## src/rtl/smis_pkg.sv

```systemverilog
// shared types and constants for the sorted multiset insert/search core
package smis_pkg;

  localparam int CAPACITY_DEFAULT = 64;
  localparam int VALUE_W          = 32;
  localparam int COUNT_OUT_W      = 7;

  typedef enum logic [1:0] {
    MODE_INSERT = 2'd0,
    MODE_SEARCH = 2'd1,
    MODE_CLEAR  = 2'd2,
    MODE_NONE   = 2'd3
  } mode_t;

  typedef logic signed [VALUE_W-1:0] value_t;

  typedef struct packed {
    logic   ins;
    logic   clr;
    value_t key;
  } cell_cmd_t;

endpackage

```

## src/rtl/smis_cell.sv

```systemverilog
// one storage cell of the sorted chain: compare, hold and shift
module smis_cell (
  input  logic                clk,
  input  logic                rst,
  input  smis_pkg::cell_cmd_t cmd,
  input  logic                prev_cond,
  input  logic                prev_valid,
  input  smis_pkg::value_t    prev_value,
  output logic                cond,
  output logic                valid,
  output smis_pkg::value_t    value,
  output logic                match
);
  import smis_pkg::*;

  // set when the new key belongs at or before this cell
  assign cond  = !valid || (value >= cmd.key);
  assign match = valid && (value == cmd.key);

  always_ff @(posedge clk) begin
    if (rst) begin
      valid <= 1'b0;
    end else if (cmd.clr) begin
      valid <= 1'b0;
    end else if (cmd.ins) begin
      valid <= prev_valid;
    end
  end

  always_ff @(posedge clk) begin
    if (cmd.ins && cond) begin
      value <= prev_cond ? prev_value : cmd.key;
    end
  end

endmodule

```

## config.mk

```make
export PLATFORM = sky130hd
export DESIGN_NAME = smis_cell
export DESIGN_NICKNAME = d
export VERILOG_FILES = /design/src/rtl/smis_pkg.sv /design/src/rtl/smis_cell.sv
export SDC_FILE = /design/constraint.sdc
export NUM_CORES = 1
export LEC_CHECK = 0
export BUFFER_PORTS_ARGS = -buffer_cell sky130_fd_sc_hd__buf_2
export CAP_MARGIN = 30
export CORE_UTILIZATION = 35
export CTS_BUF_LIST = sky130_fd_sc_hd__clkbuf_8 sky130_fd_sc_hd__clkbuf_16
export DETAILED_ROUTE_END_ITERATION = 10
export PLACE_DENSITY = 0.7
export SYNTH_ARGS = -nofsm -noshare
export SYNTH_HDL_FRONTEND = slang
export SYNTH_SLANG_ARGS = --single-unit
```

## constraint.sdc

```tcl
create_clock -name clk -period 4.75 [get_ports clk]
set_input_delay 0.475 -clock clk [delete_from_list [all_inputs] [get_ports clk]]
set_output_delay 0.475 -clock clk [all_outputs]
set_load 0.01 [all_outputs]
```

==> results.yml <==
outcome:
  status: "complete, no violations"
layout:
  fin_cells: 404
  fill_cells: 599
  area_growth_pct: 35.4
  drive_gt1_share_pct: 35.9
  n_antenna_cell: 0
  ff_latch_area_um2: 981
  finalNetCount: 430
  multi_input_comb_area_um2: 1050
  post-route-util_pct: 49.4
clock_network:
  cts_sinks: 33
  htree_num_levels: 2
  cts_tree: "done"
  cts_hold_buf: 0
  cts.path.max_buffers: 2
  cts_buffers: 5
  root_buffer: "clkbuf_8"
  cts_resized: 0
  postCtsSetupBuffers: 0
  clock_latency_ns: 0.29
  clk_pin_slew_ns: 0.07
floorplanning:
  num_rows: 28
  die_y_um: 80.6
  pin_count: 105
  core_um2: 5920
  die-area_um2: 6490
  start_util_pct: 36.5
  die_w_um: 80.6
timing:
  fin_tns_setup_ns: 0
  postLayoutSetupSlackWorst_ns: 1.52
  clock_skew_ns: 0.0100
  fmax_mhz: 310
  hold_violations: 0
  worstMarginPinSlew_ns: 0.939
  whs_ns: 0.343
  setup_viol: 0
  fin_crit_ns: 3.23
  rsz0062_at_grt: "no"
  relSlewSlack_pct: 37.4
  finalCritPeriodShare_pct: 68.0
  finalMaxSlewViolations: 0
synthesis:
  async_flop_share_pct: 0
  synth_top_cells_by_area: "edfxtp_1 44%, ha_1 19%, o21ai_0 7.9%"
  yosys_register_bits: 33
  synthDistinctLibCells: 32
  synth_flop_cell: "edfxtp_1"
  yosysTopAreaCell: "edfxtp_1"
  yosysMostFrequentCell: "nand2_1"
  netlist.area_leader.share_pct: 44.5
  yosysSeqAreaShare_pct: 45.4
  ys.warnings.count: 0
  synthCells: 223
  syn_area_um2: 2160
  syn_nets: 325
  synth_edf_count: 32
  synth_commonest_cells: "36 x nand2_1, 34 x o21ai_0, 32 x edfxtp_1, 32 x ha_1, 32 x inv_1"
  syn_area_per_cell_um2: 9.68
power:
  power.density_nw_per_um2: 288
  leakage_nw: 1.46
  ir_drop_mv: 0.184
global_routing:
  grt_pass1_vias: 1785
  grt_pass1_wl_mm: 7.85
  antenna_found_initial: 0
  grt_max_degree: 64
  grtUsageTotal_pct: 15.9
  grt_overflow: 0
route:
  drc: 0
  drtPass1Iterations: 4
  ant_nets: 0
  vias: 1949
  wl_per_cell_um: 12.6
  first_iter_violations: 76
  drt_wl_total_mm: 5.09
  viasPerCell: 4.82
placement:
  dp.final_hpwl_mm: 4.15
  dp_worst_setup_slack_ns: 1.65
  place.port_buffers: 104
  place_congestion: 0.803
  placed_cells: 396
worst_setup_path:
  crit_arrival_ns: 2.75
  cp-start-kind: "register"
  endpoint_kind: "primary output"
  setup.worst_path.class: "reg2out"
  worstPathRequired_ns: 4.28
  r2r_slack_ns: 1.88
  path_max_fanout: 5
flow_run:
  maxCapViolCount: 0
worst_hold_path:
  hold_class: "in2reg"
-- worst paths after layout --
kind              startpoint  endpoint  cells after the start
setup / recovery   value[31]      cond                      8
hold / removal           rst     valid                      2
setup reg to reg   value[31]  value[1]                      8
hold reg to reg        valid     valid                      2
-- flip-flops by register name, indices dropped and copies added, names as in the netlist --
signal and flops:
value 32, valid 1
-- cell type report --
class,instances,area share [%]
inverters,32,4.11
flip-flops and latches,33,33.5
well taps,75,3.21
multi-input cells,151,35.8
clock inverters,3,2.23
clock buffers,5,2.35
repair buffers,105,18.7
-- per-stage QoR --
| stage | cell area (um2) | power (mW) |
|---|---|---|
| after floorplan | 2160 | 0.459 |
| after global placement | 2760 | 0.528 |
| after detailed placement | 2790 | 0.536 |
| after CTS | 2920 | 0.851 |
| after global routing | 2920 | 0.885 |
| final | 2920 | 0.842 |
-- power by group --
part / total [mW] / switching, mW / internal (mW)
Sequential: 0.359 / 0.0122 / 0.346
Clock: 0.314 / 0.105 / 0.208
Combinational: 0.169 / 0.0912 / 0.0781
Total: 0.842 / 0.209 / 0.633
-- metal layers --
layer	global-route usage, %	share of wire [%]	vias to the layer above
li1	-	-	1007
met1	19.4	45	879
met2	27.5	49	55
met3	3.52	4.8	8
met4	5.18	1.6	0
met5	0	0	-
-- worst max-delay path: stages, from the launching register on --
cell,delay [ns]
edfxtp_1,0.39
ha_1,0.40
nand4_1,0.21
nor3_1,0.08
a221oi_1,0.27
nor3b_1,0.32
a21boi_2,0.29
mux2_1,0.36
buf_2,0.15
-- kinds of logic (layout without fill, tap and decap cells) --
family                     Yosys count  in the layout  synth area share [%]
buffers and inverters               39            145                  6.78
muxes                                3              3                  1.51
DFF                                 33             33                  45.4
and+or+nand+nor                     59             59                  12.7
adders and majority gates           32             32                  18.5
AOI/OAI and AO/OA                   57             57                  15.0
-- layout by cell type (no fill, tap or decap), drive strengths merged, types with 3 or more instances in the layout --
master and count:
nand3 5, nand2 36, a21o 3, o21ai 34
inv 32, nand4 8, a21oi 12, buf 105
clkbuf 5, ha 32, edfxtp 32
(Power assumes the default switching activity.)
